==> config.mk <==
export PLATFORM = sky130hd
export DESIGN_NAME = property_path_tokenizer_top
export DESIGN_NICKNAME = d
export VERILOG_FILES = /design/src/rtl/ppt_pkg.sv /design/src/rtl/ppt_front.sv /design/src/rtl/ppt_queue.sv /design/src/rtl/ppt_back.sv /design/src/rtl/property_path_tokenizer_top.sv
export VERILOG_INCLUDE_DIRS = /design/src /design/src/rtl
export SDC_FILE = /design/constraint.sdc
export NUM_CORES = 1
export LEC_CHECK = 0
export BUFFER_PORTS_ARGS = -buffer_cell sky130_fd_sc_hd__buf_2
export CORE_MARGIN = 2
export CORE_UTILIZATION = 41
export CTS_CLUSTER_DIAMETER = 30
export DETAILED_ROUTE_END_ITERATION = 12
export HOLD_SLACK_MARGIN = 0.08
export PLACE_DENSITY_LB_ADDON = 0.1
export SKIP_CTS_REPAIR_TIMING = 1
export SLEW_MARGIN = 20
export SYNTH_ARGS = -nofsm -noshare
export SYNTH_HDL_FRONTEND = slang
export SYNTH_SLANG_ARGS = --single-unit
==> constraint.sdc <==
create_clock -name clk_i -period 10.7 [get_ports clk_i]
set_input_delay 1.07 -clock clk_i [delete_from_list [all_inputs] [get_ports clk_i]]
set_output_delay 1.07 -clock clk_i [all_outputs]
set_load 0.02 [all_outputs]
==> src/rtl/property_path_tokenizer_top_macros.svh <==
// assertion macros for the property path tokenizer
// used by modules that include this header; needs clk_i and rst_ni in scope
`ifndef PROPERTY_PATH_TOKENIZER_TOP_MACROS_SVH
`define PROPERTY_PATH_TOKENIZER_TOP_MACROS_SVH
`ifndef SYNTHESIS
`define PPT_ASSERT(lbl, prop) \
  lbl: assert property (@(posedge clk_i) disable iff (!rst_ni) (prop)) \
    else $error("ppt assertion failed");
`define PPT_NEVER(lbl, expr) \
  `PPT_ASSERT(lbl, !(expr))
`else
`define PPT_ASSERT(lbl, prop)
`define PPT_NEVER(lbl, expr)
`endif
`endif

==> src/rtl/ppt_pkg.sv <==
// shared types and constants of the property path tokenizer
// no dependencies
package ppt_pkg;

  // character codes the parser reacts to
  localparam logic [15:0] CH_NUL    = 16'h0000;
  localparam logic [15:0] CH_DOT    = 16'h002E;
  localparam logic [15:0] CH_SLASH  = 16'h002F;
  localparam logic [15:0] CH_LBRACK = 16'h005B;
  localparam logic [15:0] CH_RBRACK = 16'h005D;
  localparam logic [15:0] CH_LPAREN = 16'h0028;
  localparam logic [15:0] CH_RPAREN = 16'h0029;

  // character class assigned by the front end
  typedef enum logic [3:0] {
    CLS_OTHER,
    CLS_SPACE,
    CLS_DOT,
    CLS_SLASH,
    CLS_LBRACK,
    CLS_RBRACK,
    CLS_LPAREN,
    CLS_RPAREN,
    CLS_ZERO
  } cls_e;

  // classified character as queued between front and back
  typedef struct packed {
    cls_e cls;
    logic fin;
    logic ovf;
  } char_tag_t;

  typedef enum logic [1:0] {
    KIND_DIRECT   = 2'd0,
    KIND_PROPERTY = 2'd1,
    KIND_INDEXER  = 2'd2,
    KIND_ERROR    = 2'd3
  } kind_e;

  typedef enum logic [1:0] {
    DRILL_IF_NEEDED = 2'd0,
    DRILL_NEVER     = 2'd1,
    DRILL_ALWAYS    = 2'd2
  } drill_e;

  typedef enum logic [2:0] {
    ERR_NONE         = 3'd0,
    ERR_BAD_CHAR     = 3'd1,
    ERR_PAREN        = 3'd2,
    ERR_OPEN_INDEXER = 3'd3,
    ERR_OVERFLOW     = 3'd4
  } err_e;

  // one descriptor on the output side
  typedef struct packed {
    kind_e        kind;
    drill_e       drill;
    logic [11:0]  start;
    logic [12:0]  len;
    err_e         code;
    logic         eop;
  } result_t;

endpackage

==> src/rtl/ppt_front.sv <==
// front end: classifies each character and tags it with its path offset
// depends on ppt_pkg
module ppt_front #(
  parameter int unsigned MAX_PATH_LEN = 4096
) (
  input  logic                                 clk_i,
  input  logic                                 rst_ni,
  input  logic [15:0]                          ch_i,
  input  logic                                 final_char_i,
  input  logic                                 accept_i,
  output ppt_pkg::char_tag_t                   tag_o,
  output logic [$clog2(MAX_PATH_LEN+1)-1:0]    pos_o
);

  localparam int unsigned PosW = $clog2(MAX_PATH_LEN + 1);
  localparam logic [PosW-1:0] PosMax = PosW'(MAX_PATH_LEN);

  logic [PosW-1:0] pos_q, pos_d;
  logic            ovf;

  function automatic ppt_pkg::cls_e classify(input logic [15:0] c);
    ppt_pkg::cls_e k;
    k = ppt_pkg::CLS_OTHER;
    case (c) inside
      [16'h0009:16'h000D], 16'h0020, 16'h0085, 16'h00A0, 16'h1680,
      [16'h2000:16'h200A], 16'h2028, 16'h2029, 16'h202F, 16'h205F,
      16'h3000:          k = ppt_pkg::CLS_SPACE;
      ppt_pkg::CH_DOT:    k = ppt_pkg::CLS_DOT;
      ppt_pkg::CH_SLASH:  k = ppt_pkg::CLS_SLASH;
      ppt_pkg::CH_LBRACK: k = ppt_pkg::CLS_LBRACK;
      ppt_pkg::CH_RBRACK: k = ppt_pkg::CLS_RBRACK;
      ppt_pkg::CH_LPAREN: k = ppt_pkg::CLS_LPAREN;
      ppt_pkg::CH_RPAREN: k = ppt_pkg::CLS_RPAREN;
      ppt_pkg::CH_NUL:    k = ppt_pkg::CLS_ZERO;
      default:            k = ppt_pkg::CLS_OTHER;
    endcase
    return k;
  endfunction

  // offset counter saturates at the path limit, cleared by the final character
  assign ovf = (pos_q == PosMax);

  always_comb begin
    pos_d = pos_q;
    if (accept_i) begin
      if (final_char_i) begin
        pos_d = '0;
      end else if (!ovf) begin
        pos_d = pos_q + {{(PosW-1){1'b0}}, 1'b1};
      end
    end
  end

  always_ff @(posedge clk_i or negedge rst_ni) begin
    if (!rst_ni) begin
      pos_q <= '0;
    end else begin
      pos_q <= pos_d;
    end
  end

  // tag for the queue
  assign tag_o.cls = classify(ch_i);
  assign tag_o.fin = final_char_i;
  assign tag_o.ovf = ovf;
  assign pos_o     = pos_q;

endmodule

==> src/rtl/ppt_queue.sv <==
// short register queue between the front end and the parser
// depends on property_path_tokenizer_top_macros.svh
`include "property_path_tokenizer_top_macros.svh"

module ppt_queue #(
  parameter int unsigned DATA_W = 8,
  parameter int unsigned DEPTH  = 4
) (
  input  logic              clk_i,
  input  logic              rst_ni,
  input  logic              push_i,
  input  logic [DATA_W-1:0] data_i,
  output logic              full_o,
  input  logic              pop_i,
  output logic              valid_o,
  output logic [DATA_W-1:0] data_o
);

  localparam int unsigned PtrW = (DEPTH > 1) ? $clog2(DEPTH) : 1;
  localparam int unsigned CntW = $clog2(DEPTH + 1);
  localparam logic [PtrW-1:0] PtrLast = PtrW'(DEPTH - 1);
  localparam logic [CntW-1:0] CntFull = CntW'(DEPTH);

  logic [DATA_W-1:0] mem_q [DEPTH];
  logic [PtrW-1:0]   wr_ptr_q, wr_ptr_d, rd_ptr_q, rd_ptr_d;
  logic [CntW-1:0]   cnt_q, cnt_d;

  assign full_o  = (cnt_q == CntFull);
  assign valid_o = (cnt_q != '0);
  assign data_o  = mem_q[rd_ptr_q];

  // pointer and fill count update
  always_comb begin
    wr_ptr_d = wr_ptr_q;
    rd_ptr_d = rd_ptr_q;
    cnt_d    = cnt_q;
    if (push_i) begin
      wr_ptr_d = (wr_ptr_q == PtrLast) ? '0 : wr_ptr_q + {{(PtrW-1){1'b0}}, 1'b1};
    end
    if (pop_i) begin
      rd_ptr_d = (rd_ptr_q == PtrLast) ? '0 : rd_ptr_q + {{(PtrW-1){1'b0}}, 1'b1};
    end
    if (push_i && !pop_i) begin
      cnt_d = cnt_q + {{(CntW-1){1'b0}}, 1'b1};
    end else if (pop_i && !push_i) begin
      cnt_d = cnt_q - {{(CntW-1){1'b0}}, 1'b1};
    end
  end

  always_ff @(posedge clk_i or negedge rst_ni) begin
    if (!rst_ni) begin
      wr_ptr_q <= '0;
      rd_ptr_q <= '0;
      cnt_q    <= '0;
    end else begin
      wr_ptr_q <= wr_ptr_d;
      rd_ptr_q <= rd_ptr_d;
      cnt_q    <= cnt_d;
    end
  end

  // entry storage
  always_ff @(posedge clk_i) begin
    if (push_i) begin
      mem_q[wr_ptr_q] <= data_i;
    end
  end

  `PPT_ASSERT(a_q_cnt_bound, cnt_q <= CntFull)
  `PPT_NEVER(a_q_pop_empty, pop_i && (cnt_q == '0))
  `PPT_NEVER(a_q_push_full, push_i && !pop_i && (cnt_q == CntFull))

endmodule

==> src/rtl/ppt_back.sv <==
// back end: path parser state machine and result buffer
// depends on ppt_pkg and property_path_tokenizer_top_macros.svh
`include "property_path_tokenizer_top_macros.svh"

module ppt_back #(
  parameter int unsigned MAX_PATH_LEN    = 4096,
  parameter int unsigned MAX_PAREN_DEPTH = 15
) (
  input  logic                              clk_i,
  input  logic                              rst_ni,
  input  logic                              head_valid_i,
  input  ppt_pkg::char_tag_t                head_tag_i,
  input  logic [$clog2(MAX_PATH_LEN+1)-1:0] head_pos_i,
  output logic                              head_pop_o,
  output logic                              out_valid_o,
  input  logic                              out_stall_i,
  output ppt_pkg::result_t                  res_o
);

  localparam int unsigned PosW     = $clog2(MAX_PATH_LEN + 1);
  localparam int unsigned DepW     = $clog2(MAX_PAREN_DEPTH + 2) + 1;
  localparam int unsigned ResDepth = 4;
  localparam int unsigned ResPtrW  = 2;
  localparam int unsigned ResCntW  = 3;

  localparam logic signed [DepW-1:0] DZero = '0;
  localparam logic signed [DepW-1:0] DOne  = DepW'(1);
  localparam logic signed [DepW-1:0] DMax  = DepW'(MAX_PAREN_DEPTH);
  localparam logic signed [DepW-1:0] DMinN = -DMax;

  typedef enum logic [4:0] {
    MODE_START = 5'b00001,
    MODE_PROP  = 5'b00010,
    MODE_DRILL = 5'b00100,
    MODE_INDEX = 5'b01000,
    MODE_ERROR = 5'b10000
  } mode_e;

  mode_e                   mode_q, mode_d;
  logic [PosW-1:0]         seg_q, seg_d;
  logic signed [DepW-1:0]  depth_q, depth_d;
  ppt_pkg::drill_e         drill_q, drill_d;
  logic                    owp_q, owp_d;
  logic                    err_q, err_d;
  ppt_pkg::err_e           code_q, code_d;

  ppt_pkg::cls_e           cls;
  logic                    special;
  logic [PosW-1:0]         pos_next;
  logic signed [DepW-1:0]  depth_inc, depth_dec;
  logic                    feed_vld, fin_vld, sep_step, idx_done;
  ppt_pkg::result_t        feed_res, fin_res, res0, res1;
  logic [1:0]              n_res;
  logic                    room_ok;

  ppt_pkg::result_t        buf_q [ResDepth];
  logic [ResPtrW-1:0]      wr_ptr_q, rd_ptr_q;
  logic [ResCntW-1:0]      cnt_q;
  logic [1:0]              push_n;
  logic                    out_pop;

  // property or direct descriptor for a name ending before stop
  function automatic ppt_pkg::result_t prop_result(input logic [PosW-1:0] seg,
                                                   input logic [PosW-1:0] stop,
                                                   input logic owp,
                                                   input ppt_pkg::drill_e drill);
    ppt_pkg::result_t r;
    logic [PosW-1:0]  len;
    logic [PosW:0]    first;
    r       = '0;
    len     = stop - seg;
    first   = {1'b0, seg} + {{PosW{1'b0}}, 1'b1};
    r.drill = drill;
    if (len == '0) begin
      r.kind = ppt_pkg::KIND_DIRECT;
    end else if (owp) begin
      // strip the enclosing parentheses
      r.kind  = ppt_pkg::KIND_PROPERTY;
      r.start = 12'(first);
      r.len   = (len >= PosW'(2)) ? 13'(len - PosW'(2)) : '0;
    end else begin
      r.kind  = ppt_pkg::KIND_PROPERTY;
      r.start = 12'(seg);
      r.len   = 13'(len);
    end
    return r;
  endfunction

  function automatic ppt_pkg::result_t direct_result(input ppt_pkg::drill_e drill);
    ppt_pkg::result_t r;
    r       = '0;
    r.kind  = ppt_pkg::KIND_DIRECT;
    r.drill = drill;
    return r;
  endfunction

  assign cls       = head_tag_i.cls;
  assign special   = cls inside {ppt_pkg::CLS_DOT, ppt_pkg::CLS_SLASH,
                                 ppt_pkg::CLS_LBRACK, ppt_pkg::CLS_RBRACK};
  assign pos_next  = head_pos_i + {{(PosW-1){1'b0}}, 1'b1};
  assign depth_inc = depth_q + DOne;
  assign depth_dec = depth_q - DOne;

  // parser step for the character at the queue head
  always_comb begin
    mode_d   = mode_q;
    seg_d    = seg_q;
    depth_d  = depth_q;
    drill_d  = drill_q;
    owp_d    = owp_q;
    err_d    = err_q;
    code_d   = code_q;
    feed_vld = 1'b0;
    feed_res = '0;
    fin_vld  = 1'b0;
    fin_res  = '0;
    sep_step = 1'b0;
    idx_done = 1'b0;

    if (!err_q) begin
      if (head_tag_i.ovf) begin
        err_d  = 1'b1;
        code_d = ppt_pkg::ERR_OVERFLOW;
        mode_d = MODE_ERROR;
      end else begin
        case (mode_q)
          MODE_START: begin
            if (cls == ppt_pkg::CLS_SPACE) begin
              mode_d = MODE_START;
            end else if (cls == ppt_pkg::CLS_LBRACK) begin
              seg_d  = pos_next;
              mode_d = MODE_INDEX;
            end else begin
              seg_d   = head_pos_i;
              owp_d   = (cls == ppt_pkg::CLS_LPAREN);
              depth_d = DZero;
              mode_d  = MODE_PROP;
              if (special) begin
                // empty level right before a separator
                feed_vld = 1'b1;
                feed_res = direct_result(drill_q);
                sep_step = 1'b1;
              end else if (cls == ppt_pkg::CLS_LPAREN) begin
                depth_d = DOne;
              end else if (cls == ppt_pkg::CLS_RPAREN) begin
                depth_d = -DOne;
              end
            end
          end
          MODE_PROP: begin
            if ((depth_q > DZero) || !special) begin
              if (cls == ppt_pkg::CLS_LPAREN) begin
                depth_d = depth_inc;
                if (depth_inc > DMax) begin
                  err_d  = 1'b1;
                  code_d = ppt_pkg::ERR_OVERFLOW;
                  mode_d = MODE_ERROR;
                end
              end else if (cls == ppt_pkg::CLS_RPAREN) begin
                depth_d = depth_dec;
                if (depth_dec < DMinN) begin
                  err_d  = 1'b1;
                  code_d = ppt_pkg::ERR_OVERFLOW;
                  mode_d = MODE_ERROR;
                end
              end
            end else begin
              feed_vld = 1'b1;
              feed_res = prop_result(seg_q, head_pos_i, owp_q, drill_q);
              sep_step = 1'b1;
            end
          end
          MODE_DRILL: begin
            case (cls)
              ppt_pkg::CLS_SPACE: mode_d = MODE_DRILL;
              ppt_pkg::CLS_DOT: begin
                drill_d = ppt_pkg::DRILL_NEVER;
                mode_d  = MODE_START;
              end
              ppt_pkg::CLS_SLASH: begin
                drill_d = ppt_pkg::DRILL_ALWAYS;
                mode_d  = MODE_START;
              end
              ppt_pkg::CLS_LBRACK: begin
                seg_d  = pos_next;
                mode_d = MODE_INDEX;
              end
              ppt_pkg::CLS_ZERO: begin
                seg_d   = head_pos_i;
                owp_d   = 1'b0;
                depth_d = DZero;
                mode_d  = MODE_PROP;
              end
              default: begin
                err_d  = 1'b1;
                code_d = ppt_pkg::ERR_BAD_CHAR;
                mode_d = MODE_ERROR;
              end
            endcase
          end
          MODE_INDEX: begin
            if (cls == ppt_pkg::CLS_RBRACK) begin
              feed_vld       = 1'b1;
              feed_res       = '0;
              feed_res.kind  = ppt_pkg::KIND_INDEXER;
              feed_res.drill = drill_q;
              feed_res.start = 12'(seg_q);
              feed_res.len   = 13'(head_pos_i - seg_q);
              if (head_tag_i.fin) begin
                idx_done = 1'b1;
              end else begin
                drill_d = ppt_pkg::DRILL_NEVER;
                mode_d  = MODE_DRILL;
              end
            end
          end
          default: mode_d = mode_q;
        endcase

        // separator that closed a level
        if (sep_step) begin
          drill_d = ppt_pkg::DRILL_NEVER;
          case (cls)
            ppt_pkg::CLS_DOT:   mode_d = MODE_START;
            ppt_pkg::CLS_SLASH: begin
              drill_d = ppt_pkg::DRILL_ALWAYS;
              mode_d  = MODE_START;
            end
            ppt_pkg::CLS_LBRACK: begin
              seg_d  = pos_next;
              mode_d = MODE_INDEX;
            end
            default: begin
              err_d  = 1'b1;
              code_d = ppt_pkg::ERR_BAD_CHAR;
              mode_d = MODE_ERROR;
            end
          endcase
        end
      end
    end

    // end of path: close the open level, report a latched error, restart
    if (head_tag_i.fin) begin
      if (!err_d && !idx_done) begin
        case (mode_d)
          MODE_START, MODE_DRILL: begin
            fin_vld = 1'b1;
            fin_res = direct_result(drill_d);
          end
          MODE_PROP: begin
            if (depth_d > DZero) begin
              err_d  = 1'b1;
              code_d = ppt_pkg::ERR_PAREN;
            end else begin
              fin_vld = 1'b1;
              fin_res = prop_result(seg_d, pos_next, owp_d, drill_d);
            end
          end
          MODE_INDEX: begin
            err_d  = 1'b1;
            code_d = ppt_pkg::ERR_OPEN_INDEXER;
          end
          default: fin_vld = 1'b0;
        endcase
      end
      if (err_d) begin
        fin_vld      = 1'b1;
        fin_res      = '0;
        fin_res.kind = ppt_pkg::KIND_ERROR;
        fin_res.code = code_d;
      end
      mode_d  = MODE_START;
      seg_d   = '0;
      depth_d = DZero;
      drill_d = ppt_pkg::DRILL_IF_NEEDED;
      owp_d   = 1'b0;
      err_d   = 1'b0;
      code_d  = ppt_pkg::ERR_NONE;
    end
  end

  // order the results of this step and mark the last one of a path
  always_comb begin
    res0  = feed_vld ? feed_res : fin_res;
    res1  = fin_res;
    n_res = {1'b0, feed_vld} + {1'b0, fin_vld};
    if (head_tag_i.fin) begin
      if (n_res == 2'd2) begin
        res1.eop = 1'b1;
      end else begin
        res0.eop = 1'b1;
      end
    end
  end

  // take the head only when the result buffer has room for all its results
  assign room_ok    = ({1'b0, cnt_q} + {2'b00, n_res}) <= (ResCntW + 1)'(ResDepth);
  assign head_pop_o = head_valid_i && room_ok;

  always_ff @(posedge clk_i or negedge rst_ni) begin
    if (!rst_ni) begin
      mode_q  <= MODE_START;
      seg_q   <= '0;
      depth_q <= DZero;
      drill_q <= ppt_pkg::DRILL_IF_NEEDED;
      owp_q   <= 1'b0;
      err_q   <= 1'b0;
      code_q  <= ppt_pkg::ERR_NONE;
    end else if (head_pop_o) begin
      mode_q  <= mode_d;
      seg_q   <= seg_d;
      depth_q <= depth_d;
      drill_q <= drill_d;
      owp_q   <= owp_d;
      err_q   <= err_d;
      code_q  <= code_d;
    end
  end

  // result buffer, up to two writes and one read per cycle
  assign push_n      = head_pop_o ? n_res : 2'd0;
  assign out_valid_o = (cnt_q != '0);
  assign out_pop     = out_valid_o && !out_stall_i;
  assign res_o       = buf_q[rd_ptr_q];

  always_ff @(posedge clk_i) begin
    if (push_n != 2'd0) begin
      buf_q[wr_ptr_q] <= res0;
    end
    if (push_n == 2'd2) begin
      buf_q[wr_ptr_q + ResPtrW'(1)] <= res1;
    end
  end

  always_ff @(posedge clk_i or negedge rst_ni) begin
    if (!rst_ni) begin
      wr_ptr_q <= '0;
      rd_ptr_q <= '0;
      cnt_q    <= '0;
    end else begin
      wr_ptr_q <= wr_ptr_q + ResPtrW'(push_n);
      rd_ptr_q <= rd_ptr_q + ResPtrW'(out_pop);
      cnt_q    <= cnt_q + ResCntW'(push_n) - ResCntW'(out_pop);
    end
  end

  `PPT_ASSERT(a_res_cnt_bound, cnt_q <= ResCntW'(ResDepth))
  `PPT_ASSERT(a_fin_restarts, (head_pop_o && head_tag_i.fin) |=> ((mode_q == MODE_START) && !err_q && (depth_q == DZero)))
  `PPT_ASSERT(a_error_ends_path, (out_valid_o && (res_o.kind == ppt_pkg::KIND_ERROR)) |-> res_o.eop)

endmodule

==> src/rtl/property_path_tokenizer_top.sv <==
// Property path tokenizer: one 16-bit character per cycle in, level descriptors out.
// Each character is queued, then parsed into the registered result buffer, which offers its descriptors.
// Throughput: one character per cycle while in_stall_o is low; a character that gives two descriptors (a
// level plus path end, or level plus error) has them leave the result buffer one by one via its single read port.
// Reset: asynchronous, active low; clears queue, offset counter, parser and result buffer.
// Depends on ppt_pkg, ppt_front, ppt_queue, ppt_back.
module property_path_tokenizer_top #(
  parameter int unsigned MAX_PATH_LEN    = 4096,
  parameter int unsigned MAX_PAREN_DEPTH = 15
) (
  input  logic        clk_i,
  input  logic        rst_ni,
  input  logic        in_valid_i,
  output logic        in_stall_o,
  input  logic [15:0] ch_i,
  input  logic        final_char_i,
  output logic        out_valid_o,
  input  logic        out_stall_i,
  output logic [1:0]  kind_o,
  output logic [1:0]  drill_mode_o,
  output logic [11:0] seg_start_o,
  output logic [12:0] seg_length_o,
  output logic [2:0]  error_code_o,
  output logic        end_of_path_o
);

  localparam int unsigned PosW   = $clog2(MAX_PATH_LEN + 1);
  localparam int unsigned TagW   = $bits(ppt_pkg::char_tag_t);
  localparam int unsigned QDataW = TagW + PosW;
  localparam int unsigned QDepth = 4;

  logic                in_xfer;
  ppt_pkg::char_tag_t  front_tag;
  logic [PosW-1:0]     front_pos;
  logic                q_valid, q_pop;
  logic [QDataW-1:0]   q_data;
  ppt_pkg::char_tag_t  head_tag;
  logic [PosW-1:0]     head_pos;
  ppt_pkg::result_t    res;

  assign in_xfer = in_valid_i && !in_stall_o;

  // classify and tag
  ppt_front #(
    .MAX_PATH_LEN (MAX_PATH_LEN)
  ) u_front (
    .clk_i        (clk_i),
    .rst_ni       (rst_ni),
    .ch_i         (ch_i),
    .final_char_i (final_char_i),
    .accept_i     (in_xfer),
    .tag_o        (front_tag),
    .pos_o        (front_pos)
  );

  // decoupling queue
  ppt_queue #(
    .DATA_W (QDataW),
    .DEPTH  (QDepth)
  ) u_queue (
    .clk_i   (clk_i),
    .rst_ni  (rst_ni),
    .push_i  (in_xfer),
    .data_i  ({front_tag, front_pos}),
    .full_o  (in_stall_o),
    .pop_i   (q_pop),
    .valid_o (q_valid),
    .data_o  (q_data)
  );

  assign head_tag = ppt_pkg::char_tag_t'(q_data[QDataW-1:PosW]);
  assign head_pos = q_data[PosW-1:0];

  // parser and result buffer
  ppt_back #(
    .MAX_PATH_LEN    (MAX_PATH_LEN),
    .MAX_PAREN_DEPTH (MAX_PAREN_DEPTH)
  ) u_back (
    .clk_i        (clk_i),
    .rst_ni       (rst_ni),
    .head_valid_i (q_valid),
    .head_tag_i   (head_tag),
    .head_pos_i   (head_pos),
    .head_pop_o   (q_pop),
    .out_valid_o  (out_valid_o),
    .out_stall_i  (out_stall_i),
    .res_o        (res)
  );

  assign kind_o        = res.kind;
  assign drill_mode_o  = res.drill;
  assign seg_start_o   = res.start;
  assign seg_length_o  = res.len;
  assign error_code_o  = res.code;
  assign end_of_path_o = res.eop;

endmodule

# Word level (Yosys, flattened, before mapping)
# Memories as Yosys holds them, arrays and structs flattened.
# Index checks and enable logic that the tools add are counted.
[op_classes] mux=153 addsub=21 n_eq_ne=38 magnitude_cmp=11 mul=0 bitwise=0 n_reduce_logical=30 shift=0 div_mod_pow=0
[op_table] operator="$mux W33" n=11
[op_table] operator="$mux W13" n=11
[op_table] operator="$mux W25" n=4
[op_table] operator="$pmux W33 S3" n=1
[op_table] operator="$eq A16 B14 Y1 const B" n=5
[op_table] operator="$eq A16 B6 Y1 const B" n=5
[op_table] operator="$mux W6" n=12
[op_table] operator="$pmux W33 S2" n=1
[op_table] operator="$mux W5" n=12
[op_table] operator="$pmux W13 S2" n=2
[op_table] operator="$mux W1" n=50
[op_table] operator="$mux W3" n=15
[op_table] operator="$pmux W5 S4" n=2
[op_table] operator="$mux W4" n=9
[op_table] operator="$eq A16 B7 Y1 const B" n=2
[op_table] operator="$eq A16 B8 Y1 const B" n=2
[op_table] operator="$mux W31" n=1
[op_table] operator="$add A13 B1 Y13 const B" n=2
[op_table] operator="$ge A13 B2 Y1 const B" n=2
[op_table] operator="$logic_not A13 Y1" n=2
[op_table] operator="$sub A13 B13 Y13" n=2
[op_table] operator="$sub A13 B2 Y13 const B" n=2
[op_table] operator="$add A12 B1 Y12 const B" n=2
[op_table] operator="$mux W2" n=10
[op_table] operator="other kinds (50)" n=86
[totals] mem_count=2 latch_bits=0 register_bits=58 out_inout_bits=35 input_bits=21 romBits=0 word_cells=269 mem_bits_rw=208
[memory_table] name="u_back.buf_q" words=4 width=33 read_ports=1 rd_clocked_by_memory_dff=0 wr=2 line="ppt_back.sv:56" rtl="ppt_pkg::result_t buf_q [ResDepth];"
[memory_table] name="u_queue.mem_q" words=4 width=19 read_ports=1 rd_clocked_by_memory_dff=0 wr=1 line="ppt_queue.sv:24" rtl="logic [DATA_W-1:0] mem_q [DEPTH];"

# Logic depth before layout (Yosys ltp)
# An unclocked memory read counts as a cell.
[logic_depth] ltp_word=26 depth_mapped=28 ltp_nobuf=25

# By module
# Synthesis repeated with hierarchy kept, for this count alone.
[hier_totals] hier_cells=1564 hier_area_um2=16654.7
[by_module_without_submodules] mod="ppt_back" n_inst=1 seq_area_each_um2=4916.0 cells_per_inst=1300 area_each_um2=12406.9
[by_module_without_submodules] mod="ppt_queue" n_inst=1 seq_area_each_um2=2457.4 cells_per_inst=136 area_each_um2=3159.3
[by_module_without_submodules] mod="ppt_front" n_inst=1 seq_area_each_um2=325.3 cells_per_inst=127 area_each_um2=1074.8
[by_module_without_submodules] mod="property_path_tokenizer_top" n_inst=1 seq_area_each_um2=0.0 cells_per_inst=1 area_each_um2=13.8

# Worst setup path after synthesis
# Ideal clock, no wire load.
[synth_path] kind="reg2reg" start="register u_queue.rd_ptr_q[0]" end="memory u_back.buf_q[3][0] (netlist name), enable pin" path_stages_with_launch=21 path_slack_ns=3.108 required_ns=10.229 n_path_buf=5 setup_ns=0.471 arrival_ns=7.121 synth_period_minus_slack_ns=7.592 cell_sequence="dfrtp_1 buf_6 mux4_2 buf_2 nor4b_4 o21ai_1 a21oi_1 a21oi_1 or3_1 a21oi_2 o21ai_1 buf_2 o21ai_0 ha_1 clkbuf_1 inv_1 fa_1 nor2b_1 o21ai_1 clkbuf_1 nor3b_1"
[synth_lines] element="start, declared" line="ppt_queue.sv:25" rtl="logic [PtrW-1:0] wr_ptr_q, wr_ptr_d, rd_ptr_q, rd_ptr_d;"
[synth_lines] element="start signal, assigned" line="ppt_queue.sv:57" rtl="rd_ptr_q <= rd_ptr_d;"
[synth_lines] element="end, declared" line="ppt_back.sv:56"

==> metrics.yaml <==
grt-ovfl-total: 0
drt-wirelength-per-cell_um: 21.8
synth_area_mm2: 0.0168
areaGrowthSynthToFinish_pct: 18.7
max_clock_freq_mhz: 117
hold_viol: 0
finClkSkew_ns: 0.0335
synthesis.nets: 1669
grt_pass1_vias: 13200
vias_per_cell: 6.07
portBuffers: 55
coreArea_mm2: 0.0406
max_cap_violations: 0
dieArea_mm2: 0.0425
cp-start-kind: "flop"
clock_path_buffers: 3
layout_common_cells: "edfxtp_1 (208), nand2_1 (123), o21ai_0 (115), nor2_1 (99), a21oi_1 (86)"
placed_area_mm2: 0.0175
p_leak_nw: 6.90
ant_nets: 0
wl_um: 48800
grtUsageTotal_pct: 23.3
nets: 1727
vias: 13600
rows: 74
regArea_mm2: 0.00770
power_mw: 7.83
postSynthCellCount: 1594
cts-root-buf: "clkbuf_16"
antenna_found_initial: 0
fillCellCount: 3689
critical_path_class: "flop to flop"
required_ns: 10.97
rsz0062_at_grt: "no"
clkSlewWorstSetupHoldPaths_ns: 0.04
end_kind: "flop"
ys_async_sr_fraction_pct: 21.8
ir_drop_v: 0.000221
maxSlewHeadroom_pct: 26.5
grt_max_degree: 59
ios: 56
synth_edf_count: 208
status: "complete, no violations"
power_density_mw_per_mm2: 394
synth_ff_type: "edfxtp_1"
cts_tree: "done"
multi_input_area_mm2: 0.00853
yosysUniqueCellTypes: 100
synth_seq_area_share_pct: 45.9
grt_pass1_wl_um: 76300
worstHoldPathType: "flop to flop"
dp_hpwl_um: 34300
drt_iter0_markers: 1096
setup_viol: 0
crit_fanout: 27
yosysWarnings: 0
drc: 0
tightest_slew_ns: 1.10
fin_tns_setup_ns: 0
period_share_pct: 80.1
design_area_mm2: 0.0199
antenna_cells: 0
cts_max_level: 3
clock-sinks: 266
avgSynthCellArea_um2: 10.5
cts_made_buffers: 67
dr.pass1.iters: 6
clkLatencyLatePin_ns: 0.58
maxSlewViolCount: 0
gp_congestion: 0.923
fp.dieW_um: 206
worstPathArrival_ns: 8.84
ys_seq_elements: 266
start_util_pct: 41.3
die_h_um: 206
post-route-min-period_ns: 8.57
layout_commonest_cell: "edfxtp_1"
drive_gt1_share_pct: 16.9
## metal layers
layer	wire, um	vias to the layer above	GRT usage [%]
met4	1330	0	8.16
met5	0	-	0
met2	22800	459	37.4
met3	2930	85	4.65
li1	-	6349	-
met1	21700	6674	31.5
## worst paths after layout
kind | cells after the start | startpoint | slack (ns) | end
worst max-delay path | 23 | u_queue.rd_ptr_q[0] | 2.13 | u_back.buf_q[2][10]
min in group asynchronous | 2 | rst_ni | 0.68 | u_back.rd_ptr_q[1]
worst max register to register | 23 | u_queue.rd_ptr_q[0] | 2.13 | u_back.buf_q[2][10]
worst min register to register | 1 | u_queue.cnt_q[2] | 0.49 | u_queue.cnt_q[2]
worst min-delay path | 1 | u_queue.cnt_q[2] | 0.49 | u_queue.cnt_q[2]
max in group asynchronous | 2 | rst_ni | 9.43 | u_front.pos_o[8]
## metrics by stage
step                worst slack [ns]  std cells  hold WS (ns)  utilization, %
floorplan                       3.11       1594         0.450               -
global placement                2.40       2115         0.473            43.2
detailed placement              2.21       2115         0.481            43.2
CTS                             2.17       2234         0.489            49.0
global route                    1.42       2234         0.504            49.1
finish                          2.13       2234         0.487            49.1
## critical path: stages, from the launching register on
cell	delay, ns
dfrtp_1	0.83
buf_4	0.37
mux4_2	0.82
xnor2_2	0.36
o31ai_1	0.13
a211oi_1	0.44
o32a_1	0.29
a41oi_2	0.23
o211ai_1	0.17
a21oi_2	0.14
o21ai_1	0.78
o21ai_0	0.24
ha_1	0.52
ha_1	0.24
inv_1	0.06
fa_1	0.49
nor2b_1	0.16
o21ai_2	0.07
buf_4	0.24
clkinv_1	0.10
buf_4	0.33
nand3_1	0.15
nand2_1	0.83
o21ai_0	0.25
## final cells by class
cell class / instances / share of cell area (%)
Clock buffer: 73 / 8.75
Clock inverter: 46 / 3.16
Inverter: 61 / 1.15
Multi-Input combinational cell: 1184 / 42.9
Sequential cell: 266 / 38.7
Tap cell: 532 / 3.35
Timing Repair Buffer: 72 / 2.03
## power breakdown
| group | leakage [nW] | switching [mW] | total, mW | internal [mW] |
|---|---|---|---|---|
| Combinational | 3.13 | 2.64 | 4.08 | 1.44 |
| Sequential | 2.66 | 0.203 | 1.65 | 1.45 |
| Clock | 1.12 | 0.621 | 2.10 | 1.48 |
## registers in the layout, summed over array words and instances, names as in the netlist
register / cells
u_back.mode_q: 5
u_queue.cnt_q: 3
u_back.code_q: 3
u_back.drill_q: 2
u_back.depth_q: 6
u_front.pos_o: 13
u_queue.wr_ptr_q: 2
u_back.owp_q: 1
u_back.cnt_q: 3
u_back.seg_q: 13
u_back.wr_ptr_q: 2
u_queue.mem_q: 76
u_back.buf_q: 132
u_queue.rd_ptr_q: 2
u_back.err_q: 1
u_back.rd_ptr_q: 2
## kinds of logic after synthesis
kind of cell	share of synthesized area [%]
mux	8.04
flops	45.9
fa+ha+maj	4.26
compound gates	19.0
simple gates	15.7
xor+xnor	3.60
buf+inv	3.49
## cell usage after synthesis (all sizes together), types with 20 or more instances
library cell	count	area [um^2]
mux4	51	1150
dfrtp	57	1430
edfxtp	208	6250
xor2	33	289
nand3	41	205
nor2	100	378
o21ai	145	737
o22ai	72	457
nand2	126	473
buf	24	134
a21oi	90	458
xnor2	35	314
ha	49	613
nor3	54	280
nor2b	20	125
clkbuf	59	221
inv	59	221
Note: power is estimated with default switching activity, not from simulation.
